$ cat src/sv/hbme_pkg.sv
// shared types, codes and constants of the heartbeat membership and election unit
package hbme_pkg;

  localparam int ADDR_W     = 32;
  localparam int TIME_W     = 32;
  localparam int ROLE_W     = 2;
  localparam int KIND_W     = 3;
  localparam int SLOT_W     = 3;
  localparam int COUNT_W    = 4;
  localparam int REQ_W      = 2;
  localparam int CFG_IDX_W  = 2;
  localparam int CFG_DATA_W = 32;

  // request codes
  localparam logic [REQ_W-1:0] REQ_HEARTBEAT = 2'd0;
  localparam logic [REQ_W-1:0] REQ_SWEEP     = 2'd1;
  localparam logic [REQ_W-1:0] REQ_EVAL      = 2'd2;

  // peer role codes
  localparam logic [ROLE_W-1:0] ROLE_MASTER = 2'd0;
  localparam logic [ROLE_W-1:0] ROLE_SLAVE  = 2'd1;
  localparam logic [ROLE_W-1:0] ROLE_UNDEF  = 2'd2;

  // own role codes
  localparam logic SELF_MASTER = 1'b0;
  localparam logic SELF_SLAVE  = 1'b1;

  // result kinds
  localparam logic [KIND_W-1:0] KIND_REFRESHED = 3'd0;
  localparam logic [KIND_W-1:0] KIND_ADDED     = 3'd1;
  localparam logic [KIND_W-1:0] KIND_FULL      = 3'd2;
  localparam logic [KIND_W-1:0] KIND_IGNORED   = 3'd3;
  localparam logic [KIND_W-1:0] KIND_EXPIRED   = 3'd4;
  localparam logic [KIND_W-1:0] KIND_SWEEP_END = 3'd5;
  localparam logic [KIND_W-1:0] KIND_EVALUATED = 3'd6;

  // register indexes
  localparam logic [CFG_IDX_W-1:0] CFG_OWN_ADDRESS    = 2'd0;
  localparam logic [CFG_IDX_W-1:0] CFG_INITIAL_ROLE   = 2'd1;
  localparam logic [CFG_IDX_W-1:0] CFG_PEER_TIMEOUT   = 2'd2;
  localparam logic [CFG_IDX_W-1:0] CFG_LONELY_TIMEOUT = 2'd3;

  localparam logic [TIME_W-1:0] PEER_TIMEOUT_RST   = 32'd3000000;
  localparam logic [TIME_W-1:0] LONELY_TIMEOUT_RST = 32'd10000000;

  typedef enum logic [1:0] {
    ST_IDLE,
    ST_SCAN,
    ST_FINAL
  } state_t;

  typedef struct packed {
    logic [REQ_W-1:0]  req_type;
    logic [ADDR_W-1:0] peer_address;
    logic [ROLE_W-1:0] peer_role;
    logic [TIME_W-1:0] now_time;
  } in_item_t;

  typedef struct packed {
    logic [KIND_W-1:0]  result_kind;
    logic [SLOT_W-1:0]  slot_index;
    logic [ADDR_W-1:0]  node_address;
    logic               own_role;
    logic               announce;
    logic               single_mode;
    logic [COUNT_W-1:0] alive_count;
    logic [COUNT_W-1:0] leader_count;
    logic [COUNT_W-1:0] follower_count;
    logic               last;
  } out_item_t;

  typedef struct packed {
    logic [ADDR_W-1:0] address;
    logic [ROLE_W-1:0] role;
    logic [TIME_W-1:0] seen_time;
  } entry_t;

  typedef struct packed {
    logic key_equal;
    logic key_less;
    logic elapsed_over;
  } cmp_result_t;

endpackage

$ cat src/sv/hbme_ram.sv
// generic simple dual port ram with registered read
module hbme_ram #(
  parameter int WIDTH = 8,
  parameter int DEPTH = 8
) (
  input  logic                                       clk,
  input  logic                                       wr_en,
  input  logic [((DEPTH > 1) ? $clog2(DEPTH) : 1)-1:0] wr_addr,
  input  logic [WIDTH-1:0]                           wr_data,
  input  logic [((DEPTH > 1) ? $clog2(DEPTH) : 1)-1:0] rd_addr,
  output logic [WIDTH-1:0]                           rd_data
);

  logic [WIDTH-1:0] mem [DEPTH];

  always_ff @(posedge clk) begin
    if (wr_en) begin
      mem[wr_addr] <= wr_data;
    end
    rd_data <= mem[rd_addr];
  end

endmodule

$ cat src/sv/hbme_cmp_unit.sv
// shared key compare and wrap-around elapsed time compare
module hbme_cmp_unit (
  input  logic [hbme_pkg::ADDR_W-1:0] key_a,
  input  logic [hbme_pkg::ADDR_W-1:0] key_b,
  input  logic [hbme_pkg::TIME_W-1:0] now_time,
  input  logic [hbme_pkg::TIME_W-1:0] base_time,
  input  logic [hbme_pkg::TIME_W-1:0] limit,
  output hbme_pkg::cmp_result_t       res
);

  logic [hbme_pkg::TIME_W-1:0] elapsed;

  // modulo 2^32 difference
  assign elapsed          = now_time - base_time;
  assign res.elapsed_over = (elapsed > limit);
  assign res.key_equal    = (key_a == key_b);
  assign res.key_less     = (key_a < key_b);

endmodule

$ cat src/sv/heartbeat_membership_election_unit.sv
// top level: peer table, scan sequencer, election and result register
//
// Peer table of NODE_SLOTS entries (address, role, last seen time) in a ram
// with one read port, liveness in flip-flops cleared at reset, so no clearing
// pass is needed. A heartbeat, sweep or evaluation is scanned one slot a
// cycle (held while a result waits) through the table read port and the single
// shared compare unit, then finishes in a closing state. A heartbeat that
// refreshes the live entry in slot k ends at that slot; an ignored heartbeat
// or an unknown request skips the scan and goes straight to the closing state.
// Each result waits in the sequencer until the result register is free.
// The input side is ready in idle, never during reset, even while a result
// still sits in the output register.
// Configuration writes are taken at any edge out of reset with cfg_we high and are
// meant for idle.
module heartbeat_membership_election_unit #(
  parameter int NODE_SLOTS = 8
) (
  input  logic                           clk,
  input  logic                           rst,
  input  logic                           cfg_we,
  input  logic [hbme_pkg::CFG_IDX_W-1:0] cfg_index,
  input  logic [hbme_pkg::CFG_DATA_W-1:0] cfg_data,
  input  logic                           item_valid,
  output logic                           item_ready,
  input  hbme_pkg::in_item_t             item,
  output logic                           result_valid,
  input  logic                           result_ready,
  output hbme_pkg::out_item_t            result
);

  localparam int IDX_W = (NODE_SLOTS > 1) ? $clog2(NODE_SLOTS) : 1;
  localparam int CNT_W = $clog2(NODE_SLOTS + 1);
  localparam int SW    = hbme_pkg::SLOT_W;
  localparam int CW    = hbme_pkg::COUNT_W;
  localparam logic [IDX_W-1:0] LAST_IDX = IDX_W'(NODE_SLOTS - 1);

  hbme_pkg::state_t state, state_next;

  // configuration
  logic [hbme_pkg::ADDR_W-1:0] own_address;
  logic [hbme_pkg::TIME_W-1:0] peer_timeout;
  logic [hbme_pkg::TIME_W-1:0] lonely_timeout;

  // election state
  logic                        self_role;
  logic                        single_latched;
  logic [hbme_pkg::TIME_W-1:0] contact_time;
  logic                        contact_valid;

  // peer liveness, one flop per slot
  logic [NODE_SLOTS-1:0] live;

  // current request and scan registers
  hbme_pkg::in_item_t cur;
  logic               skip;
  logic [IDX_W-1:0]   idx, idx_next;
  logic               free_found;
  logic [IDX_W-1:0]   free_slot;
  logic [CNT_W-1:0]   alive_cnt, master_cnt, slave_cnt;
  logic               highest;

  // table port
  hbme_pkg::entry_t rd_data, wr_data;
  logic             wr_en;
  logic [IDX_W-1:0] wr_addr;

  // compare unit
  logic [hbme_pkg::ADDR_W-1:0] key_a, key_b;
  logic [hbme_pkg::TIME_W-1:0] base_time, limit;
  hbme_pkg::cmp_result_t       cmp;

  // sequencer signals
  logic                accept;
  logic                accept_skip;
  logic                slot_live;
  logic                last_slot;
  logic                out_free;
  logic                emit;
  hbme_pkg::out_item_t emit_item;
  logic                advance;
  logic                finish;
  logic                set_live;
  logic                clr_live;
  logic                role_new;
  logic                changed;
  logic                single_new;
  logic [hbme_pkg::TIME_W-1:0] contact_base;
  logic [hbme_pkg::ROLE_W-1:0] role_clamped;

  assign item_ready = (state == hbme_pkg::ST_IDLE) && !rst;
  assign accept     = item_valid && item_ready;
  assign out_free   = !result_valid || result_ready;
  assign slot_live  = live[idx];
  assign last_slot  = (idx == LAST_IDX);

  // undefined role codes are kept as undefined
  assign role_clamped = (item.peer_role > hbme_pkg::ROLE_UNDEF) ? hbme_pkg::ROLE_UNDEF
                                                                  : item.peer_role;

  // first contact loads the reference time before the lonely check
  assign contact_base = contact_valid ? contact_time : cur.now_time;

  // own-address and single-mode filter, unknown request codes skip the scan
  always_comb begin
    if (item.req_type == hbme_pkg::REQ_HEARTBEAT) begin
      accept_skip = single_latched || cmp.key_equal;
    end else begin
      accept_skip = !((item.req_type == hbme_pkg::REQ_SWEEP) ||
                      (item.req_type == hbme_pkg::REQ_EVAL));
    end
  end

  // operand selection for the shared compare unit
  always_comb begin
    if (state == hbme_pkg::ST_IDLE) begin
      key_a = own_address;
      key_b = item.peer_address;
    end else begin
      key_a = (cur.req_type == hbme_pkg::REQ_EVAL) ? own_address : cur.peer_address;
      key_b = rd_data.address;
    end
    if (state == hbme_pkg::ST_FINAL) begin
      base_time = contact_base;
      limit     = lonely_timeout;
    end else begin
      base_time = rd_data.seen_time;
      limit     = peer_timeout;
    end
  end

  hbme_cmp_unit u_cmp (
    .key_a     (key_a),
    .key_b     (key_b),
    .now_time  (cur.now_time),
    .base_time (base_time),
    .limit     (limit),
    .res       (cmp)
  );

  // read address runs one step ahead so rd_data always holds slot idx
  hbme_ram #(
    .WIDTH ($bits(hbme_pkg::entry_t)),
    .DEPTH (NODE_SLOTS)
  ) u_table (
    .clk     (clk),
    .wr_en   (wr_en),
    .wr_addr (wr_addr),
    .wr_data (wr_data),
    .rd_addr (idx_next),
    .rd_data (rd_data)
  );

  assign wr_data.address   = cur.peer_address;
  assign wr_data.role      = cur.peer_role;
  assign wr_data.seen_time = cur.now_time;

  // election outcome, taken in the closing cycle of an evaluation
  always_comb begin
    role_new = self_role;
    changed  = 1'b0;
    if (master_cnt == '0) begin
      if ((self_role == hbme_pkg::SELF_SLAVE) && highest) begin
        role_new = hbme_pkg::SELF_MASTER;
        changed  = 1'b1;
      end
    end else if (self_role == hbme_pkg::SELF_MASTER) begin
      role_new = hbme_pkg::SELF_SLAVE;
      changed  = 1'b1;
    end
    single_new = single_latched | ((alive_cnt == '0) & cmp.elapsed_over);
  end

  // sequencer outputs
  always_comb begin
    emit                  = 1'b0;
    emit_item             = '0;
    emit_item.own_role    = self_role;
    emit_item.single_mode = single_latched;
    emit_item.last        = 1'b1;
    wr_en                 = 1'b0;
    wr_addr               = idx;
    advance               = 1'b0;
    finish                = 1'b0;
    set_live              = 1'b0;
    clr_live              = 1'b0;
    unique case (state)
      hbme_pkg::ST_IDLE: begin
        advance = 1'b0;
      end
      hbme_pkg::ST_SCAN: begin
        unique case (cur.req_type)
          hbme_pkg::REQ_HEARTBEAT: begin
            if (slot_live && cmp.key_equal) begin
              // live entry of the sender: refresh in place and stop
              emit                   = 1'b1;
              emit_item.result_kind  = hbme_pkg::KIND_REFRESHED;
              emit_item.slot_index   = SW'(idx);
              emit_item.node_address = cur.peer_address;
              wr_en                  = out_free;
              advance                = out_free;
              finish                 = 1'b1;
            end else begin
              advance = 1'b1;
            end
          end
          hbme_pkg::REQ_SWEEP: begin
            if (slot_live && cmp.elapsed_over) begin
              emit                   = 1'b1;
              emit_item.result_kind  = hbme_pkg::KIND_EXPIRED;
              emit_item.slot_index   = SW'(idx);
              emit_item.node_address = rd_data.address;
              emit_item.last         = 1'b0;
              advance                = out_free;
              clr_live               = out_free;
            end else begin
              advance = 1'b1;
            end
          end
          default: begin
            advance = 1'b1;
          end
        endcase
      end
      hbme_pkg::ST_FINAL: begin
        emit    = 1'b1;
        advance = out_free;
        if (skip) begin
          emit_item.result_kind = hbme_pkg::KIND_IGNORED;
        end else begin
          unique case (cur.req_type)
            hbme_pkg::REQ_HEARTBEAT: begin
              if (free_found) begin
                emit_item.result_kind  = hbme_pkg::KIND_ADDED;
                emit_item.slot_index   = SW'(free_slot);
                emit_item.node_address = cur.peer_address;
                wr_en                  = out_free;
                wr_addr                = free_slot;
                set_live               = out_free;
              end else begin
                emit_item.result_kind = hbme_pkg::KIND_FULL;
              end
            end
            hbme_pkg::REQ_SWEEP: begin
              emit_item.result_kind = hbme_pkg::KIND_SWEEP_END;
            end
            default: begin
              emit_item.result_kind    = hbme_pkg::KIND_EVALUATED;
              emit_item.own_role       = role_new;
              emit_item.announce       = changed;
              emit_item.single_mode    = single_new;
              emit_item.alive_count    = CW'(alive_cnt);
              emit_item.leader_count   = CW'(master_cnt);
              emit_item.follower_count = CW'(slave_cnt);
            end
          endcase
        end
      end
      default: begin
        advance = 1'b0;
      end
    endcase
  end

  // slot counter, held while a result waits
  always_comb begin
    idx_next = idx;
    if (state == hbme_pkg::ST_IDLE) begin
      idx_next = '0;
    end else if ((state == hbme_pkg::ST_SCAN) && advance && !last_slot && !finish) begin
      idx_next = idx + 1'b1;
    end
  end

  // next state
  always_comb begin
    state_next = state;
    unique case (state)
      hbme_pkg::ST_IDLE: begin
        if (item_valid) begin
          state_next = accept_skip ? hbme_pkg::ST_FINAL : hbme_pkg::ST_SCAN;
        end
      end
      hbme_pkg::ST_SCAN: begin
        if (advance) begin
          if (finish) begin
            state_next = hbme_pkg::ST_IDLE;
          end else if (last_slot) begin
            state_next = hbme_pkg::ST_FINAL;
          end
        end
      end
      hbme_pkg::ST_FINAL: begin
        if (advance) begin
          state_next = hbme_pkg::ST_IDLE;
        end
      end
      default: begin
        state_next = hbme_pkg::ST_IDLE;
      end
    endcase
  end

  // control state, configuration and election registers
  always_ff @(posedge clk) begin
    if (rst) begin
      state          <= hbme_pkg::ST_IDLE;
      idx            <= '0;
      live           <= '0;
      result_valid   <= 1'b0;
      own_address    <= '0;
      peer_timeout   <= hbme_pkg::PEER_TIMEOUT_RST;
      lonely_timeout <= hbme_pkg::LONELY_TIMEOUT_RST;
      self_role      <= hbme_pkg::SELF_SLAVE;
      single_latched <= 1'b0;
      contact_time   <= '0;
      contact_valid  <= 1'b0;
    end else begin
      state <= state_next;
      idx   <= idx_next;

      if (set_live) begin
        live[free_slot] <= 1'b1;
      end
      if (clr_live) begin
        live[idx] <= 1'b0;
      end

      if (emit && out_free) begin
        result_valid <= 1'b1;
      end else if (result_ready) begin
        result_valid <= 1'b0;
      end

      // evaluation closes: role, lonely latch and contact time
      if ((state == hbme_pkg::ST_FINAL) && advance && !skip &&
          (cur.req_type == hbme_pkg::REQ_EVAL)) begin
        self_role      <= role_new;
        single_latched <= single_new;
        contact_valid  <= 1'b1;
        contact_time   <= (alive_cnt == '0) ? contact_base : cur.now_time;
      end

      if (cfg_we) begin
        unique case (cfg_index)
          hbme_pkg::CFG_OWN_ADDRESS:    own_address    <= cfg_data;
          hbme_pkg::CFG_INITIAL_ROLE:   self_role      <= cfg_data[0];
          hbme_pkg::CFG_PEER_TIMEOUT:   peer_timeout   <= cfg_data;
          hbme_pkg::CFG_LONELY_TIMEOUT: lonely_timeout <= cfg_data;
        endcase
      end
    end
  end

  // request payload and scan accumulators
  always_ff @(posedge clk) begin
    if (emit && out_free) begin
      result <= emit_item;
    end
    if (accept) begin
      cur.req_type     <= item.req_type;
      cur.peer_address <= item.peer_address;
      cur.peer_role    <= role_clamped;
      cur.now_time     <= item.now_time;
      skip             <= accept_skip;
      free_found       <= 1'b0;
      free_slot        <= '0;
      alive_cnt        <= '0;
      master_cnt       <= '0;
      slave_cnt        <= '0;
      highest          <= 1'b1;
    end else if (state == hbme_pkg::ST_SCAN) begin
      // lowest dead slot for a new peer
      if ((cur.req_type == hbme_pkg::REQ_HEARTBEAT) && !slot_live && !free_found) begin
        free_found <= 1'b1;
        free_slot  <= idx;
      end
      if ((cur.req_type == hbme_pkg::REQ_EVAL) && slot_live) begin
        alive_cnt <= alive_cnt + 1'b1;
        if (rd_data.role == hbme_pkg::ROLE_SLAVE) begin
          slave_cnt <= slave_cnt + 1'b1;
        end else if (rd_data.role == hbme_pkg::ROLE_MASTER) begin
          master_cnt <= master_cnt + 1'b1;
        end
        if (cmp.key_less) begin
          highest <= 1'b0;
        end
      end
    end
  end

endmodule

$ cat config.mk
export PLATFORM = sky130hd
export DESIGN_NAME = heartbeat_membership_election_unit
export DESIGN_NICKNAME = d
export VERILOG_FILES = /design/src/sv/hbme_pkg.sv /design/src/sv/hbme_ram.sv /design/src/sv/hbme_cmp_unit.sv /design/src/sv/heartbeat_membership_election_unit.sv
export SDC_FILE = /design/constraint.sdc
export NUM_CORES = 1
export LEC_CHECK = 0
export BUFFER_PORTS_ARGS = -buffer_cell sky130_fd_sc_hd__buf_4
export CAP_MARGIN = 20
export CELL_PAD_IN_SITES_DETAIL_PLACEMENT = 1
export CELL_PAD_IN_SITES_GLOBAL_PLACEMENT = 1
export CORE_ASPECT_RATIO = 0.6
export CORE_UTILIZATION = 40
export DETAILED_ROUTE_END_ITERATION = 6
export PLACE_DENSITY_LB_ADDON = 0.15
export SLEW_MARGIN = 20
export SYNTH_ARGS = -nofsm -noshare
export SYNTH_HDL_FRONTEND = slang
export SYNTH_SLANG_ARGS = --single-unit
$ cat constraint.sdc
create_clock -name clk -period 7.7 [get_ports clk]
set_input_delay 0.385 -clock clk [delete_from_list [all_inputs] [get_ports clk]]
set_output_delay 0.385 -clock clk [all_outputs]
set_load 0.005 [all_outputs]
=== After elaboration in Yosys (flattened, before gate mapping) ===
Memories as Yosys holds them, arrays and structs flattened. A register that Yosys moved wholly into a read port is not among the register bits.
Cells that the tools add are included.

* Flip-flop bits (word level): 285
* Memory bits (writable): 528
* Input port bits: 107
* Output and inout port bits: 56
* Logic and storage cells: 191
* Memories: 1

* Add/sub/neg operators: 5
* Order comparisons: 7
* Equality and inequality tests: 16
* Mux-type cells: 75
* Bitwise operators: 7
* Reductions and logical operators: 48

{| class="wikitable"
|+ Memory list
! name !! words !! width !! rd ports !! clocked after Yosys merged registers in !! write ports !! line !! RTL
|-
| u_table.mem || 8 || 66 || 1 || 1 || 1 || hbme_ram.sv:14 || <nowiki>logic [WIDTH-1:0] mem [DEPTH];</nowiki>
|}

{| class="wikitable"
|+ Operators by type and width
! cell !! number
|-
| 2-to-1 mux 32 bit || 7
|-
| case mux 38 bit (2 select lines) || 2
|-
| 2-to-1 mux 35 bit || 3
|-
| 2-to-1 mux 50 bit || 1
|-
| 2-to-1 mux 38 bit || 1
|-
| equality test 32 bit || 1
|-
| > comparator 32 bit || 1
|-
| less-than comparator 32 bit || 1
|-
| 2-to-1 mux 1 bit || 32
|-
| subtractor 32 bit || 1
|-
| 2-to-1 mux 15 bit || 2
|-
| 2-to-1 mux 8 bit || 3
|-
| 2-to-1 mux 3 bit || 7
|-
| logical AND 1 bit || 17
|-
| 2-to-1 mux 2 bit || 7
|-
| adder 4 x 1 -> 4 bit (second input constant) || 3
|-
| AND reduction 2 bit || 6
|-
| equality test 2 x 1 -> 1 bit (second input constant) || 5
|-
| equality test 2 bit (second input constant) || 5
|-
| logical NOT 2 bit || 5
|-
| case mux 1 bit (2 select lines) || 5
|-
| bitwise AND 8 bit || 1
|-
| logical NOT 1 bit || 8
|-
| logical NOT 4 bit || 2
|-
| other kinds (22) || 32
|}

=== Depth between registers and ports, before layout ===
* Depth after elaboration: 14
* Mapped depth: 32
* Mapped depth without buffers: 26

=== Cells and area by module ===
A second synthesis with hierarchy kept.

* Cell total of the unflattened synthesis: 2581
* Area, all modules: 37133.1 um^2

{| class="wikitable"
|+ By module, submodules not included
! module !! instances !! cells an instance !! area each (um^2)
|-
| hbme_ram || 1 || 842 || 21174.1
|-
| heartbeat_membership_election_unit || 1 || 1230 || 12403.1
|-
| hbme_cmp_unit || 1 || 509 || 3555.9
|}

=== Worst setup path after synthesis ===
OpenSTA, ideal clock, no wires.

* Path kind: reg2reg
* Start: register state[0]
* End: register result[0] (netlist bit), enable pin
* Arrival time: 7.154 ns
* Path slack: 0.138 ns
* Stages on the path, launching flop included: 28
* Path buffers: 3
* Cells stage by stage: dfxtp_1 > inv_1 > ha_1 > clkbuf_1 > buf_1 > nor2_1 > a21oi_1 > ha_1 > inv_1 > fa_1 > a211o_1 > a21oi_1 > a21oi_1 > o221a_2 > a221oi_1 > o211ai_1 > a31o_2 > a21oi_1 > xnor2_1 > ha_1 > nand4_2 > or4_1 > a2111oi_2 > o31ai_1 > and2_1 > buf_6 > a21boi_0 > o211a_1

* Longest elaborated chain between the ends: 9
* Elaborated cells on any way between the ends: 17
* Those cells by class: add/sub: 1; order compare: 1; eq/ne: 3; mux: 8; reduce/logical: 4

{| class="wikitable"
|+ Ends and longest elaborated chain
! element !! line !! RTL
|-
| start: declaration || heartbeat_membership_election_unit.sv:37 || <nowiki>hbme_pkg::state_t state, state_next;</nowiki>
|-
| start signal: assignment || heartbeat_membership_election_unit.sv:306 || <nowiki>state <= hbme_pkg::ST_IDLE;</nowiki>
|-
| start signal: assignment || heartbeat_membership_election_unit.sv:318 || <nowiki>state <= state_next;</nowiki>
|-
| equality test 2 bit || heartbeat_membership_election_unit.sv:122, heartbeat_membership_election_unit.sv:186 ||
|-
| 2-to-1 mux 32 bit || heartbeat_membership_election_unit.sv:122 || <nowiki>if (state == hbme_pkg::ST_FINAL) begin</nowiki>
|-
| subtractor 32 bit || hbme_cmp_unit.sv:14 || <nowiki>assign elapsed = now_time - base_time;</nowiki>
|-
| > comparator 32 bit || hbme_cmp_unit.sv:15 || <nowiki>assign res.elapsed_over = (elapsed > limit);</nowiki>
|-
| logical AND 1 bit || heartbeat_membership_election_unit.sv:207 || <nowiki>if (slot_live && cmp.elapsed_over) begin</nowiki>
|-
| 2-to-1 mux 1 bit || heartbeat_membership_election_unit.sv:207 ||
|-
| case mux 1 bit (2 select lines) || heartbeat_membership_election_unit.sv:191 || <nowiki>unique case (cur.req_type)</nowiki>
|-
| case mux 1 bit (2 select lines) * || heartbeat_membership_election_unit.sv:186 || <nowiki>unique case (state)</nowiki>
|-
| logical AND 1 bit * || heartbeat_membership_election_unit.sv:356 || <nowiki>if (emit && out_free) begin</nowiki>
|-
| end signal: assignment || heartbeat_membership_election_unit.sv:357 || <nowiki>result <= emit_item;</nowiki>
|-
| end: declaration || heartbeat_membership_election_unit.sv:28 || <nowiki>output hbme_pkg::out_item_t result</nowiki>
|}

Every way passes the cells marked *; elsewhere a longest branch is shown, timed or not.
A chain may end at the register's enable or synchronous reset.

=== Final worst setup path ===
* Start: register state[0]
* End: register u_table.rd_data[59], read port of u_table.mem

* Longest elaborated chain between the ends: 13
* Elaborated cells on any way between the ends: 25
* Those cells by class: add/sub: 1; order compare: 1; eq/ne: 3; mux: 13; reduce/logical: 7

{| class="wikitable"
|+ Ends and longest elaborated chain
! element !! line !! RTL
|-
| equality test 2 bit || heartbeat_membership_election_unit.sv:122, heartbeat_membership_election_unit.sv:186 ||
|-
| 2-to-1 mux 32 bit || heartbeat_membership_election_unit.sv:122 ||
|-
| subtractor 32 bit || hbme_cmp_unit.sv:14 ||
|-
| > comparator 32 bit || hbme_cmp_unit.sv:15 ||
|-
| logical AND 1 bit || heartbeat_membership_election_unit.sv:207 ||
|-
| 2-to-1 mux 1 bit || heartbeat_membership_election_unit.sv:207 ||
|-
| case mux 1 bit (2 select lines) || heartbeat_membership_election_unit.sv:191 ||
|-
| case mux 1 bit (2 select lines) || heartbeat_membership_election_unit.sv:186 ||
|-
| logical AND 1 bit (3 in a row) || heartbeat_membership_election_unit.sv:269 || <nowiki>end else if ((state == hbme_pkg::ST_SCAN) && advance && !last_slot && !finish) begin</nowiki>
|-
| 2-to-1 mux 3 bit || heartbeat_membership_election_unit.sv:269 ||
|-
| 2-to-1 mux 3 bit * || heartbeat_membership_election_unit.sv:267 || <nowiki>if (state == hbme_pkg::ST_IDLE) begin</nowiki>
|-
| end: declaration || hbme_ram.sv:11 || <nowiki>output logic [WIDTH-1:0] rd_data</nowiki>
|}

Marked as above.

==> results.toml <==
[logic_synthesis]
synth.avg_cell_area_um2 = 12.1
synth.largest_area_cell = "sky130_fd_sc_hd__edfxtp_1"
ys_dominant_reg_cell = "sky130_fd_sc_hd__edfxtp_1"
synth_sequential_area_ratio_pct = 65.4
asyncSetResetFlopFracSynth_pct = 0
ys_ff_latch = 879
synth_nets = 3267
synth_edf_count = 651
post_synth_inst_count = 3052
netlist-cell-type-count = 76
synth_top_area_share_pct = 53.0
synth_top_cells_by_count = "sky130_fd_sc_hd__edfxtp_1, sky130_fd_sc_hd__nand2_1, sky130_fd_sc_hd__dfxtp_1"
post-synth-top-count-cell = "sky130_fd_sc_hd__edfxtp_1"
area_contributors_post_synth = "sky130_fd_sc_hd__edfxtp_1, sky130_fd_sc_hd__dfxtp_1, sky130_fd_sc_hd__nand2_1, sky130_fd_sc_hd__mux2i_1, sky130_fd_sc_hd__ha_1"
mappedNetlistArea_um2 = 36900
synth-warning-count = 0

[setup_path]
crit_required_ps = 8320
ff2ff_setup_slack_ps = 400
worstPathArrival_ps = 7920
cp_slowest_stage_delay_ps = 580
r2r_end = "u_table.rd_data[59]"
worst_setup_path_end = "u_table.rd_data[59]"
timing.rr.start = "state[0]"
crit_path_top_delay_cell = "sky130_fd_sc_hd__or4_1"
crit_path_class = "reg -> reg"
worst-path-max-fanout = 43
critPathLaunchType = "flop"
crit_path_frequent_cell = "sky130_fd_sc_hd__a21oi_1"
end_kind = "flop"
ff2ff_path_depth = 27
critical_path.startpoint = "state[0]"

[die]
rows = 85
die_w_um = 394
dieHeight_um = 237
boundaryPins = 163
placeableCoreArea_um2 = 90500
design.die.area_um2 = 93500
initial_utilization_pct = 40.8

[grt]
global_route_wire_length_before_repair_um = 170000
maximum_number_of_pins_on_one_net_before_global_route_repair = 77
gr-total-overflow = 0
grt.total_usage_pct = 24.2
via_count_of_the_first_global_routing_pass = 26448
antenna_found_initial = 7

[status]
outcome = "finished clean"

[sta]
fmax_mhz = 137
tightestPinTransition_ps = 1020
totalNegativeSetupSlack_ps = 0
rsz0062_at_grt = "no"
timing.final.max_slew_violations = 0
hold_viol = 0
finalClockSkew_ps = 24.4
final_period_minus_worst_setup_slack_ps = 7300
layout_setup_ws_ps = 396
finalSetupViolCount = 0
max-slew-margin-rel_pct = 31.7
final.period_utilization_pct = 94.9
worst_hold_slack_ps = 64.3

[cells_and_area]
final_area_um2 = 43900
nets = 3519
layout-drive-gt1-share_pct = 13.2
multi_input_gate_area_in_the_final_layout_um2 = 12000
areaGrowthSynthToFinish_pct = 18.9
fillerInstances = 9317
post_layout_nonfiller_instances = 4599
regArea_um2 = 24100

[clock_network]
cts.path.max_buffers = 3
cts-root-buf = "sky130_fd_sc_hd__clkbuf_16"
clk_transition_reported_paths_ps = 70
cts.sinks = 879
cts_max_level = 3
tritoncts_clock_tree = "done"
insertion_delay_ps = 690
cts_inserted_buffers = 85

[placed_design]
postPlaceCellArea_um2 = 39800
globalplace.congestion = 0.814
place.port_buffers = 162
dp_worst_slack_ps = -8.24
hpwlAfterDp_um = 70300
dpl.cell_count = 4330

[drt]
drt-initial-drc-count = 1781
drt_wl_total_um = 115000
antenna_violating_nets_left = 0
via_count = 25533
drc = 0
number_of_iterations_in_the_first_detailed_routing_pass = 5
wl_per_cell_um = 25.0
detail_route.vias_per_cell = 5.55

[run]
cap_viol_max_count = 0

[power]
ir_worst_vdd_mv = 0.178
power.density_nw_per_um2 = 297
power.leakage_nw = 16.0

[hold_path]
hold_class = "in -> reg"
[how the worst min path moves through the flow]
stage | startpoint | end | slack [ps] | cells past startpoint
finish | cfg_index[1] | own_address[31] | 60 | 4
global placement | contact_time[23] | contact_time[23] | 440 | 2
CTS | cfg_index[1] | own_address[31] | 20 | 4
detailed placement | contact_time[19] | contact_time[19] | 450 | 2
global route | cfg_index[1] | own_address[31] | 50 | 4
floorplan | lonely_timeout[0] | lonely_timeout[0] | 430 | 2
[timing repair]
item	4_1_cts	5_1_grt
hold buffers	100	0
endpoints found under the setup margin	6	74
setup buffers	2	0
pin swaps	1	0
gates cloned	1	1
gates resized for setup	0	6
hold endpoints to repair	161	0
[worst max-delay path: cells and delay by family (launching register included)]
family,cells,cell delay (ps)
flip-flops,1,330
adder cells (fa/ha/maj),4,1260
AO/OA/AOI/OAI,13,3190
buffers and inverters,3,410
multiplexers,1,440
XOR/XNOR,1,90
AND/OR/NAND/NOR,5,1340
[cell families after synthesis]
logic type	share of synthesized area (%)
multiplexers	5.88
adder cells (fa/ha/maj)	3.68
AO/OA/AOI/OAI	8.33
AND/OR/NAND/NOR	13.4
buffers and inverters	2.50
flip-flops	65.4
XOR/XNOR	0.878
[routing by layer]
| layer | wire, um | up-vias | share of wire (%) | GRT usage (%) |
|---|---|---|---|---|
| met1 | 53600 | 13208 | 47 | 34.7 |
| met4 | 1910 | 2 | 1.7 | 5.78 |
| met3 | 6230 | 119 | 5.4 | 4.00 |
| met2 | 53000 | 613 | 46 | 38.3 |
| met5 | 13 | - | 0.011 | 0 |
| li1 | - | 11591 | - | - |
[placed cells by master (no fill, tap or decap), types with 13 or more instances in the layout]
cell and instances:
sky130_fd_sc_hd__a21o_1 24, sky130_fd_sc_hd__a21oi_1 173, sky130_fd_sc_hd__a22oi_1 35, sky130_fd_sc_hd__a32oi_1 66, sky130_fd_sc_hd__and3_1 81, sky130_fd_sc_hd__buf_12 22
sky130_fd_sc_hd__buf_4 214, sky130_fd_sc_hd__bufinv_16 14, sky130_fd_sc_hd__clkbuf_1 22, sky130_fd_sc_hd__clkbuf_16 87, sky130_fd_sc_hd__dfxtp_1 227, sky130_fd_sc_hd__dlygate4sd3_1 100
sky130_fd_sc_hd__edfxtp_1 651, sky130_fd_sc_hd__ha_1 105, sky130_fd_sc_hd__inv_1 28, sky130_fd_sc_hd__mux2_2 35, sky130_fd_sc_hd__mux2i_1 171, sky130_fd_sc_hd__nand2_1 593
sky130_fd_sc_hd__nand2b_1 13, sky130_fd_sc_hd__nand3_1 106, sky130_fd_sc_hd__nand4_1 19, sky130_fd_sc_hd__nor2_1 200, sky130_fd_sc_hd__nor2b_1 45, sky130_fd_sc_hd__nor3_1 27
sky130_fd_sc_hd__o21ai_0 123, sky130_fd_sc_hd__xnor2_1 18, sky130_fd_sc_hd__xor2_1 19
[registers in the layout, indices dropped and copies added, names as in the netlist, 4 cells and up]
name             count
u_table.mem        528
alive_cnt            4
slave_cnt            4
result              54
cur                 68
contact_time        32
master_cnt           4
own_address         32
u_table.rd_data     66
peer_timeout        32
lonely_timeout      32
live                 8
[area by class of cell]
type	count	share of cell area, %
diodes	5	0.0285
clock buffers	115	5.31
clock inverters	44	1.45
inverters	28	0.240
multi-input cells	1971	27.4
flip-flops and latches	879	55.0
well taps	1218	3.47
repair buffers	339	7.09
[power by group]
part / switching [mW] / total (mW) / internal (mW)
sequential: 0.197 / 5.53 / 5.34
clock: 1.90 / 4.52 / 2.62
combinational: 1.77 / 2.97 / 1.20
[through the flow]
stage                     power [mW]  utilization, %
after floorplan                 7.49               -
after global placement          8.37            43.9
after detailed placement        8.50            43.9
after CTS                       13.1            48.4
after global routing            13.6            48.4
final                           13.0            48.5
No activity file was read; power rests on OpenSTA's default activity.
